$ cat src/rfdc_pkg.sv
// Shared types, codes and helpers for the rx frame deframer/checker.
// No dependencies; imported by rfdc_step and rx_frame_deframer_checker.
package rfdc_pkg;

  // Register indexes on the configuration port
  localparam int unsigned CfgIdxW    = 1;
  localparam logic [CfgIdxW-1:0] CFG_HEADER = 1'd0;
  localparam logic [CfgIdxW-1:0] CFG_FOOTER = 1'd1;

  localparam logic [7:0] HEADER_RST = 8'h55;
  localparam logic [7:0] FOOTER_RST = 8'hAA;

  // Frame layout
  localparam logic [7:0] OFS_DEST   = 8'd3;
  localparam logic [7:0] OFS_SRC    = 8'd4;
  localparam logic [7:0] OFS_OPCODE = 8'd5;
  localparam logic [7:0] OFS_CMD_HI = 8'd6;
  localparam logic [7:0] OFS_CMD_LO = 8'd7;
  localparam logic [7:0] OFS_PAYLD  = 8'd8;
  localparam logic [7:0] MIN_LEN    = 8'd3;
  localparam logic [7:0] FULL_LEN   = 8'd10;

  typedef enum logic [1:0] {
    PH_HUNT = 2'd0,
    PH_LEN  = 2'd1,
    PH_COMP = 2'd2,
    PH_BODY = 2'd3
  } phase_e;

  typedef enum logic [1:0] {
    KIND_PAYLOAD = 2'd0,
    KIND_REPORT  = 2'd1,
    KIND_LEN_ERR = 2'd2
  } kind_e;

  typedef enum logic [1:0] {
    ST_OK      = 2'd0,
    ST_SHORT   = 2'd1,
    ST_FOOTER  = 2'd2,
    ST_CHKSUM  = 2'd3
  } status_e;

  typedef enum logic [1:0] {
    FT_REQUEST = 2'd0,
    FT_NOTIFY  = 2'd1,
    FT_RESP    = 2'd2,
    FT_UNKNOWN = 2'd3
  } ftype_e;

  localparam logic [7:0] OP_REQUEST = 8'h01;
  localparam logic [7:0] OP_NOTIFY  = 8'h02;
  localparam logic [7:0] OP_RESP    = 8'h04;

  typedef struct packed {
    phase_e      phase;
    logic [7:0]  byte_index;
    logic [7:0]  frame_length;
    logic [7:0]  running_xor;
    logic [7:0]  dest;
    logic [7:0]  src;
    logic [7:0]  opcode;
    logic [15:0] command;
    logic [7:0]  checksum;
  } state_t;

  typedef struct packed {
    kind_e       kind;
    logic [7:0]  data_byte;
    logic [7:0]  dest_addr;
    logic [7:0]  src_addr;
    logic [7:0]  opcode;
    ftype_e      frame_type;
    logic [15:0] command;
    logic [7:0]  payload_len;
    status_e     status;
  } result_t;

  function automatic ftype_e type_of(input logic [7:0] op);
    ftype_e t;
    priority case (op)
      OP_REQUEST: t = FT_REQUEST;
      OP_NOTIFY:  t = FT_NOTIFY;
      OP_RESP:    t = FT_RESP;
      default:    t = FT_UNKNOWN;
    endcase
    return t;
  endfunction

  // Result with every field at its idle value
  function automatic result_t blank_result(input kind_e k);
    result_t r;
    r            = '0;
    r.kind       = k;
    r.frame_type = FT_UNKNOWN;
    return r;
  endfunction

endpackage

$ cat src/rfdc_step.sv
// Per-byte next-state and result logic of the deframer (pure combinational).
// Depends on rfdc_pkg.
module rfdc_step (
  input  rfdc_pkg::state_t  cur_i,
  input  logic [7:0]        rx_byte_i,
  input  logic [7:0]        header_i,
  input  logic [7:0]        footer_i,
  output rfdc_pkg::state_t  nxt_o,
  output logic              res_valid_o,
  output rfdc_pkg::result_t res_o
);
  import rfdc_pkg::*;

  logic [7:0] ofs;
  logic [7:0] len;
  logic [8:0] ofs_p1;
  logic [8:0] ofs_p2;
  logic       len_bad;
  logic       last;
  state_t     cleared;

  assign ofs     = cur_i.byte_index;
  assign len     = cur_i.frame_length;
  assign ofs_p1  = {1'b0, ofs} + 9'd1;
  assign ofs_p2  = {1'b0, ofs} + 9'd2;
  assign len_bad = (rx_byte_i != ~len) || (len < MIN_LEN);
  assign last    = ofs_p1 >= {1'b0, len};

  always_comb begin
    cleared             = cur_i;
    cleared.running_xor = '0;
    cleared.dest        = '0;
    cleared.src         = '0;
    cleared.opcode      = '0;
    cleared.command     = '0;
    cleared.checksum    = '0;
  end

  always_comb begin
    nxt_o       = cur_i;
    res_valid_o = 1'b0;
    res_o       = blank_result(KIND_PAYLOAD);
    unique case (cur_i.phase)
      PH_HUNT: begin
        if (rx_byte_i == header_i) begin
          nxt_o            = cleared;
          nxt_o.phase      = PH_LEN;
          nxt_o.byte_index = 8'd1;
        end
      end
      PH_LEN: begin
        nxt_o.frame_length = rx_byte_i;
        nxt_o.phase        = PH_COMP;
        nxt_o.byte_index   = 8'd2;
      end
      PH_COMP: begin
        if (len_bad) begin
          res_valid_o = 1'b1;
          res_o       = blank_result(KIND_LEN_ERR);
          nxt_o       = cleared;
          // rescan: length byte first, then complement byte
          priority if (len == header_i) begin
            nxt_o.frame_length = rx_byte_i;
            nxt_o.phase        = PH_COMP;
            nxt_o.byte_index   = 8'd2;
          end else if (rx_byte_i == header_i) begin
            nxt_o.phase      = PH_LEN;
            nxt_o.byte_index = 8'd1;
          end else begin
            nxt_o.phase      = PH_HUNT;
            nxt_o.byte_index = 8'd0;
          end
        end else if (len == MIN_LEN) begin
          res_valid_o      = 1'b1;
          res_o            = blank_result(KIND_REPORT);
          res_o.status     = ST_SHORT;
          nxt_o.phase      = PH_HUNT;
          nxt_o.byte_index = 8'd0;
        end else begin
          nxt_o.phase      = PH_BODY;
          nxt_o.byte_index = 8'd3;
        end
      end
      PH_BODY: begin
        if (ofs == OFS_DEST)   nxt_o.dest           = rx_byte_i;
        if (ofs == OFS_SRC)    nxt_o.src            = rx_byte_i;
        if (ofs == OFS_OPCODE) nxt_o.opcode         = rx_byte_i;
        if (ofs == OFS_CMD_HI) nxt_o.command[15:8]  = rx_byte_i;
        if (ofs == OFS_CMD_LO) nxt_o.command[7:0]   = rx_byte_i;
        if (last) begin
          nxt_o.phase      = PH_HUNT;
          nxt_o.byte_index = 8'd0;
          res_valid_o      = 1'b1;
          res_o            = blank_result(KIND_REPORT);
          if (len < FULL_LEN) begin
            res_o.status = ST_SHORT;
          end else begin
            res_o.dest_addr   = nxt_o.dest;
            res_o.src_addr    = nxt_o.src;
            res_o.opcode      = nxt_o.opcode;
            res_o.frame_type  = type_of(nxt_o.opcode);
            res_o.command     = nxt_o.command;
            res_o.payload_len = len - FULL_LEN;
            priority if (rx_byte_i != footer_i) begin
              res_o.status = ST_FOOTER;
            end else if (cur_i.running_xor != cur_i.checksum) begin
              res_o.status = ST_CHKSUM;
            end else begin
              res_o.status = ST_OK;
            end
          end
        end else begin
          nxt_o.byte_index = ofs_p1[7:0];
          if (ofs_p2 == {1'b0, len}) begin
            nxt_o.checksum = rx_byte_i;
          end else begin
            nxt_o.running_xor = cur_i.running_xor ^ rx_byte_i;
            if (ofs >= OFS_PAYLD) begin
              res_valid_o     = 1'b1;
              res_o           = blank_result(KIND_PAYLOAD);
              res_o.data_byte = rx_byte_i;
            end
          end
        end
      end
      default: begin
        nxt_o = cur_i;
      end
    endcase
  end

endmodule

$ cat config.mk
export PLATFORM = sky130hd
export DESIGN_NAME = rfdc_step
export DESIGN_NICKNAME = d
export VERILOG_FILES = /design/src/rfdc_pkg.sv /design/src/rfdc_step.sv
export SDC_FILE = /design/constraint.sdc
export NUM_CORES = 1
export LEC_CHECK = 0
export BUFFER_PORTS_ARGS = -buffer_cell sky130_fd_sc_hd__buf_2
export CORE_AREA = 3 3 98 100
export DETAILED_ROUTE_END_ITERATION = 7
export DIE_AREA = 0 0 101 103
export PLACE_DENSITY = 0.79
export SYNTH_ARGS = -nofsm -noshare
export SYNTH_HDL_FRONTEND = slang
export SYNTH_SLANG_ARGS = --single-unit
export TNS_END_PERCENT = 5
$ cat constraint.sdc
create_clock -name vclk -period 3.9
set_input_delay 0.78 -clock vclk [all_inputs]
set_output_delay 0.78 -clock vclk [all_outputs]
set_load 0.03 [all_outputs]
==> metrics.cfg, run 1 <==
[logic_synthesis]
ys_top_cells_by_count = 104 x nor2_1, 51 x a22o_1, 42 x a21oi_1, 36 x clkbuf_1, 36 x nand2_1
synth_sequential_area_ratio_pct = 0
mapped_avg_cell_area_sq_um = 6.23
post_synthesis_cell_type_with_the_largest_combined_area = a22o_1
synth_top_area_share_pct = 12.8
ys.warnings.count = 0
distinct_cell_type_count_after_synthesis = 54
synth.most_common_cell = nor2_1
synthesis.instances = 558
mappedNetlistNets = 675
syn_area_sq_um = 3480
leading_cell_types_by_total_area_after_synthesis = a22o_1 13%, nor2_1 11%, xor2_1 7.6%

[pwr]
sequentialPowerShare_pct = 0
worst_ir_drop_vdd_uv = 80.4
pwr-share-clk_pct = 0
standby_leakage_power_nw = 2.93
psw_mw = 0.529
fraction_of_power_spent_switching_nets_pct = 62.1
combinationalPowerShare_pct = 100.0
power.internal_mw = 0.323
total_power_density_per_cell_area_nw_per_um2 = 149

[timing]
slew_viol_final = 0
grt_setup_unrepaired = true
timing.hold.ws_ns = 1.94
final_min_period_over_clock_period_pct = 103
setup_viol_count_final = 19
setup_ws_ns = -0.112
max_slew_margin_pct = 65.5
timing.final.hold_violations = 0
pin_slew_with_the_least_headroom_to_its_limit_ns = 0.512
min_period_ns = 4.01
timing.fmax_mhz = 249

[floorplan]
placeableCoreArea_sq_um = 8760
placement_rows = 34
die_w_um = 101
dieArea_sq_um = 10400
start_util_pct = 39.7
fp.dieH_um = 103
i_o_pin_count = 235

[global_route]
grt_pass1_vias = 4830
gr-total-overflow = 0
grt_pass1_wl_mm = 25.9
global_route.usage.total_pct = 31.1
grt_start_max_net_pins = 27
antenna_found_initial = 0

[hold_path]
worstHoldPathCells = 3
hold_path.class = in -> out
min_to = nxt_o[21]
worst_hold_startpoint = cur_i[21]

[routing]
vias = 5572
drt-vias-per-instance = 6.06
finalWirelength_mm = 18.4
avgRoutedWirePerCell_um = 20.0
post-route-drc-count = 0
drt_first_iter_violations = 423
detailedRoute.firstPassIterationCount = 5
ant_nets = 0

[final_layout]
fin_nets = 931
final_cell_area_sq_um = 5710
area_delta_synth_final_pct = 64.3
nFlopsAndLatches = 0
seq_area_sq_um = 0
number_of_clock_buffer_instances_in_the_layout = 0
n_antenna_cell = 0
drive_gt1_share_pct = 45.3

[placed_design]
detailedPlacementHpwl_mm = 13.9
postPlaceCellArea_sq_um = 5220
routabilityCongestion = 0.977
port_buffers = 235

[critical_path]
critical_path.max_fanout = 4
start_kind = input port
crit_arrival_ns = 3.23
critPathKind = in -> out
worstPathRequired_ns = 3.12
critPathLaunch = cur_i[66]
worst_setup_path_end_kind = primary output

[status]
result_of_the_run = finished, violations left
failing_checks = negative setup slack

[run]
cap_viol_max_count = 0

[clocking]
hold_bufs_at_cts = 0

==> how the worst max path moves through the flow <==
stage | end | slack (ns) | cells past startpoint
global placement | res_o[57] | -0.21 | 13
floorplan | res_o[52] | -0.11 | 12
CTS | nxt_o[52] | -0.11 | 13
finish | nxt_o[50] | -0.11 | 13
detailed placement | res_o[58] | -0.26 | 13
global route | nxt_o[50] | -0.22 | 13
==> routing by layer <==
metal	track usage (%)	part of all wire, %	up-vias
met2	53.5	48	367
met1	41.2	39	2625
met3	3.99	10	58
li1	-	-	2522
met5	0	0	-
met4	7.36	2.9	0
==> worst max-delay path, cell delays in order <==
cell       delay, ns
buf_4           0.12
ha_4            0.14
nand4_1         0.17
xnor2_2         0.23
ha_1            0.27
nand3_1         0.11
nor2_1          0.06
a211o_1         0.31
or2_4           0.28
clkbuf_16       0.17
o311ai_2        0.26
nand3_1         0.12
buf_2           0.20
==> power by group through the flow <==
stage                     registers, mW  logic, mW  clock network, mW
after floorplan                       0      0.482                  0
after global placement                0      0.749                  0
after detailed placement              0      0.756                  0
after CTS                             0      0.790                  0
after global routing                  0      0.896                  0
final                                 0      0.852                  0
==> cells by family after synthesis <==
| kind of cell | Yosys count | share of synthesized area, % |
|---|---|---|
| AO/OA/AOI/OAI | 152 | 31.9 |
| XOR/XNOR | 58 | 14.6 |
| adder cells (fa/ha/maj) | 19 | 6.84 |
| buffers and inverters | 79 | 9.14 |
| multiplexers | 10 | 2.88 |
| AND/OR/NAND/NOR | 240 | 34.7 |
==> cell usage in the layout (no fill, tap or decap), types with 3 or more instances in the layout <==
master | synthesis | final
nor2b_1 | 4 | 4
nand2b_1 | 6 | 6
a21oi_1 | 42 | 41
nor2_1 | 104 | 104
a31oi_2 | 0 | 3
xnor2_2 | 0 | 4
o21ai_0 | 9 | 7
ha_1 | 19 | 16
xor2_1 | 30 | 30
ha_4 | 0 | 3
inv_1 | 24 | 24
nor3_1 | 9 | 7
buf_4 | 0 | 78
o311ai_4 | 0 | 4
o211ai_1 | 10 | 10
a22o_1 | 51 | 51
nand3_1 | 17 | 12
nor3b_1 | 3 | 3
nor4_4 | 1 | 3
and2_4 | 0 | 8
nand4_1 | 19 | 19
nand2_1 | 36 | 35
a211o_1 | 3 | 3
mux2i_1 | 10 | 10
buf_8 | 0 | 3
buf_6 | 0 | 26
nand4b_1 | 8 | 8
a21o_1 | 5 | 4
nand3_2 | 0 | 4
o311ai_2 | 0 | 4
xnor2_1 | 28 | 24
buf_2 | 17 | 197
buf_12 | 0 | 3
==> cell type report <==
| type | count | area [sq um] |
|---|---|---|
| inverter | 24 | 90.1 |
| multi-input combinational | 479 | 3480 |
| fill | 764 | 3050 |
| tap | 108 | 135 |
| timing repair buffer | 309 | 2000 |
==> metrics by stage <==
step	setup WS [ns]	setup TNS, ns	cells	utilization, %	power, mW
final	-0.112	-0.741	920	65.2	0.852
after global routing	-0.215	-6.76	920	65.2	0.896
after CTS	-0.111	-1.64	919	62.1	0.790
after detailed placement	-0.259	-7.70	917	59.5	0.756
after global placement	-0.206	-4.97	917	59.5	0.749
after floorplan	-0.110	-0.906	558	-	0.482
==> timing repair <==
action / 4_1_cts / 5_1_grt
pin swaps: 16 / 19
gates cloned: 0 / 1
setup endpoints to repair: 82 / 102
setup buffers: 2 / 0
gates resized for setup: 64 / 51
No activity file was read; power rests on OpenSTA's default activity.
==> run 2: changes to the inputs <==
--- a/config.mk
+++ b/config.mk
@@ -6,10 +6,12 @@
 export NUM_CORES = 1
 export LEC_CHECK = 0
 export BUFFER_PORTS_ARGS = -buffer_cell sky130_fd_sc_hd__buf_2
-export CORE_AREA = 3 3 98 100
+export CELL_PAD_IN_SITES_DETAIL_PLACEMENT = 0
+export CELL_PAD_IN_SITES_GLOBAL_PLACEMENT = 1
+export CORE_AREA = 3 3 122 124
 export DETAILED_ROUTE_END_ITERATION = 7
-export DIE_AREA = 0 0 101 103
-export PLACE_DENSITY = 0.79
+export DIE_AREA = 0 0 125 127
+export PLACE_DENSITY_LB_ADDON = 0.1
 export SYNTH_ARGS = -nofsm -noshare
 export SYNTH_HDL_FRONTEND = slang
 export SYNTH_SLANG_ARGS = --single-unit
==> run 2 against run 1 <==
The run still ends with negative setup slack left. Sequential cell count unchanged. Via count fell by 4.5%. Fmax grew 0.58%. Non-clock buffer count grew 7. Routed wire length up 7.8%. Combinational power is essentially flat. Sequential share of layout area is the same. Count of clock-buffer cells in the layout did not move. First-iteration DRC count shrank 23%. Hold slack better by 0.0060 ns. Utilization decreased by 23 points. Cell count rose by 8.7%. Critical path type unchanged. Critical endpoint is now nxt_o[53]. Largest cell class unchanged.
==> metrics.cfg, run 2 (same netlist as run 1, synthesis figures left out) <==
[status]
result_of_the_run = finished, violations left
failing_checks = negative setup slack

[critical_path]
critical_path.max_fanout = 9
critical_path.top_delay_family = compound AO/OA/AOI/OAI gates
critical-path-slowest-cell = a211o_1
start_kind = input port
critical_path_cell_by_cell = buf_8, buf_12, buf_4, ha_1, nand2b_1, a211o_1, a32o_2, or2_4, buf_8, o311ai_1, nand3_1, buf_6
cp_common_cell = buf_8
crit_arrival_ns = 3.21
critical_path_buf_inv_count = 5
critPathKind = in -> out
critPathMaxStageDelay_ns = 0.32
worst_setup_path_end_kind = primary output
worstPathRequired_ns = 3.12

[routing]
post-route-drc-count = 0
vias = 5319
finalWirelength_mm = 19.9
avgRoutedWirePerCell_um = 19.9
ant_nets = 0
drt_first_iter_violations = 325
detailedRoute.firstPassIterationCount = 5
drt-vias-per-instance = 5.32

[timing]
timing.hold.ws_ns = 1.95
slew_viol_final = 0
pin_slew_with_the_least_headroom_to_its_limit_ns = 0.636
setup_viol_count_final = 21
timing.final.hold_violations = 0
max_slew_margin_pct = 57.5
min_period_ns = 3.99
setup_ws_ns = -0.0885
final_min_period_over_clock_period_pct = 102
timing.fmax_mhz = 251
setup_tns_ns = -0.716
grt_setup_unrepaired = true

[final_layout]
seq_area_sq_um = 0
fillerInstances = 1560
layout_common_cells = 195 x buf_2, 103 x nor2_1, 91 x buf_4
multi_input_gate_area_sq_um = 3450
layout.cells.most_common = buf_2
final_util_pct = 41.7
number_of_clock_buffer_instances_in_the_layout = 0
area_delta_synth_final_pct = 66.6
drive_gt1_share_pct = 45.4
fin_nets = 938
instances_no_fill = 1000
nFlopsAndLatches = 0

[pwr]
report.power.total_mw = 0.852
standby_leakage_power_nw = 2.95
worst_ir_drop_vdd_uv = 89.7
total_power_density_per_cell_area_nw_per_um2 = 147

[global_route]
grt_pass1_vias = 5123
grt_pass1_wl_mm = 29.3
gr-total-overflow = 0
global_route.usage.total_pct = 22.7
grt_start_max_net_pins = 35
antenna_found_initial = 1

[placed_design]
detailedPlacementHpwl_mm = 16.0
place_inst = 996
port_buffers = 235
routabilityCongestion = 0.882

[run]
cap_viol_max_count = 0

[floorplan]
die_w_um = 125
start_util_pct = 25.0
i_o_pin_count = 235
placement_rows = 43
dieArea_sq_um = 15900
placeableCoreArea_sq_um = 13900
fp.dieH_um = 127

[hold_path]
hold_path.class = in -> out

[run 2: per-layer routing]
layer	global-route usage [%]	vias to the layer above	wire length, um	share of wire [%]
met5	0	-	0	0
met4	2.17	0	176	0.89
met3	2.42	16	1290	6.5
met2	38.1	235	9310	47
met1	32.5	2542	9110	46
li1	-	2526	-	-
[run 2: stage by stage]
stage,area [sq um],worst slack [ns]
final,5790,-0.0885
after CTS,5640,-0.0357
after detailed placement,5360,-0.286
after global placement,5360,-0.318
after global routing,5790,-0.139
after floorplan,3600,-0.110
[run 2: layout make-up]
type	instances	share of cell area [%]
multi-input combinational	479	59.5
timing repair buffer	316	35.0
tap	180	3.89
inverter	24	1.56
antenna	1	0.0432
[run 2: path summary, 6_finish.rpt]
kind | from | end | slack (ns) | cells after the start
worst min-delay path | cur_i[20] | nxt_o[20] | 1.95 | 3
worst max-delay path | cur_i[64] | nxt_o[53] | -0.09 | 12
[run 2: timing repair]
action                     4_1_cts  5_1_grt
setup endpoints to repair       88       88
resized for setup               77       43
cloned                           0        1
buffers inserted                 3        0
pin swaps                       15       10
hold buffers                     0        0
[run 2: report_power, final]
| group | total [mW] | switching (mW) | internal [mW] |
|---|---|---|---|
| logic | 0.852 | 0.531 | 0.321 |
| clock network | 0.0000000343 | 0 | 0.0000000343 |
| registers | 0 | 0 | 0 |
==> run 3: changes to the inputs <==
--- a/config.mk
+++ b/config.mk
@@ -12,6 +12,7 @@
 export DETAILED_ROUTE_END_ITERATION = 7
 export DIE_AREA = 0 0 125 127
 export PLACE_DENSITY_LB_ADDON = 0.1
+export SKIP_LAST_GASP = 1
 export SYNTH_ARGS = -nofsm -noshare
 export SYNTH_HDL_FRONTEND = slang
 export SYNTH_SLANG_ARGS = --single-unit
==> run 3 against run 2 <==
The flow still finishes with violations (negative setup slack). Die area unchanged. Combinational power down 0.6%. Via count is 0.15% higher. Cell count is 0.10% higher. Global-route usage is essentially flat. Routed wire length about the same. Highest routed layer unchanged.
==> metrics.cfg, run 3 (same netlist as run 1, synthesis figures left out) <==
[global_route]
global_route.usage.total_pct = 22.7
grt_pass1_vias = 5105
grt_start_max_net_pins = 35
gr-total-overflow = 0
grt_pass1_wl_mm = 29.3
antenna_found_initial = 1

[hold_path]
min_to = nxt_o[20]
hold_path.class = in -> out
worst_hold_startpoint = cur_i[20]
worstHoldPathCells = 3

[status]
result_of_the_run = finished, violations left
failing_checks = negative setup slack

[routing]
drt_first_iter_violations = 320
ant_nets = 0
drt-vias-per-instance = 5.32
avgRoutedWirePerCell_um = 19.9
finalWirelength_mm = 19.9
post-route-drc-count = 0
detailedRoute.firstPassIterationCount = 4
vias = 5327

[floorplan]
die_w_um = 125
dieArea_sq_um = 15900
placeableCoreArea_sq_um = 13900
placement_rows = 43
i_o_pin_count = 235
fp.dieH_um = 127
start_util_pct = 25.0

[placed_design]
port_buffers = 235
routabilityCongestion = 0.882
detailedPlacementHpwl_mm = 16.0
pre_cts_ws_ns = -0.286

[final_layout]
layout.cells.most_common = buf_2
number_of_clock_buffer_instances_in_the_layout = 0
drive_gt1_share_pct = 45.2
layout_common_cells = 211 x buf_2, 103 x nor2_1, 81 x buf_4
area_delta_synth_final_pct = 65.6
fin_nets = 939
nFlopsAndLatches = 0
multi_input_gate_area_sq_um = 3450
seq_area_sq_um = 0
fillerInstances = 1557

[timing]
setup_viol_count_final = 20
timing.final.hold_violations = 0
pin_slew_with_the_least_headroom_to_its_limit_ns = 0.626
final_min_period_over_clock_period_pct = 101
setup_ws_ns = -0.0575
min_period_ns = 3.96
timing.hold.ws_ns = 1.95
grt_setup_unrepaired = true
slew_viol_final = 0
max_slew_margin_pct = 58.2
timing.fmax_mhz = 253

[critical_path]
start_kind = input port
critPathLaunch = cur_i[65]
critPathKind = in -> out
worstPathRequired_ns = 3.12
critical_path.max_fanout = 8
crit_arrival_ns = 3.18
worst_setup_path_end_kind = primary output

[pwr]
total_power_density_per_cell_area_nw_per_um2 = 147
worst_ir_drop_vdd_uv = 87.0
standby_leakage_power_nw = 2.94

[run]
cap_viol_max_count = 0

[clocking]
hold_bufs_at_cts = 0

[run 3: changes by cell type in the layout (fill, tap and decap cells not counted), sizes merged]
cell	before	now
buf	315	316
[run 3: repair_timing]
item	4_1_cts	5_1_grt
endpoints found under the setup margin	88	88
resized for setup	56	34
cloned	0	2
setup buffers	3	0
pin swaps	12	11
[run 3: metal layers]
layer | track usage, % | wire, um
met2 | 37.9 | 9270
met1 | 32.6 | 9190
met4 | 2.42 | 206
met3 | 2.42 | 1220
met5 | 0 | 0
[run 3: final cells by class]
| class | count | share of cell area [%] |
|---|---|---|
| Tap cell | 180 | 3.91 |
| Inverter | 24 | 1.56 |
| Timing Repair Buffer | 317 | 34.6 |
| Multi-Input combinational cell | 479 | 59.9 |
| Antenna cell | 1 | 0.0434 |
[run 3: per-stage QoR]
| stage | cells | power (mW) | area (sq um) | setup TNS (ns) | util, % |
|---|---|---|---|---|---|
| 2_1_floorplan | 558 | 0.482 | 3600 | -0.906 | - |
| 3_3_place_gp | 996 | 0.780 | 5360 | -21.24 | 38.6 |
| 3_5_place_dp | 996 | 0.780 | 5360 | -18.34 | 38.6 |
| 4_1_cts | 998 | 0.815 | 5570 | -1.59 | 40.2 |
| 5_1_grt | 1001 | 0.900 | 5760 | -8.01 | 41.5 |
| 6_report | 1001 | 0.847 | 5760 | -0.707 | 41.5 |
[run 3: worst max path at each step]
| stage | endpoint |
|---|---|
| after global routing | res_o[53] |
| after detailed placement | nxt_o[55] |
| final | res_o[53] |
| after floorplan | res_o[52] |
| after global placement | res_o[26] |
| after CTS | nxt_o[55] |
[run 3: power by group]
group          switching (mW)  internal (mW)
Sequential                  0              0
Clock                       0   0.0000000343
Combinational           0.529          0.318
Total                   0.529          0.318
[run 3: worst max-delay path, stage by stage]
cell and delay [ns]:
buf_8 0.11, ha_4 0.14, buf_4 0.14, xor2_1 0.16, ha_1 0.27, o211ai_1 0.25
nor2_1 0.07, a32o_2 0.24, or2_4 0.29, nor4_4 0.26, buf_4 0.18, and2_4 0.15
buf_6 0.12
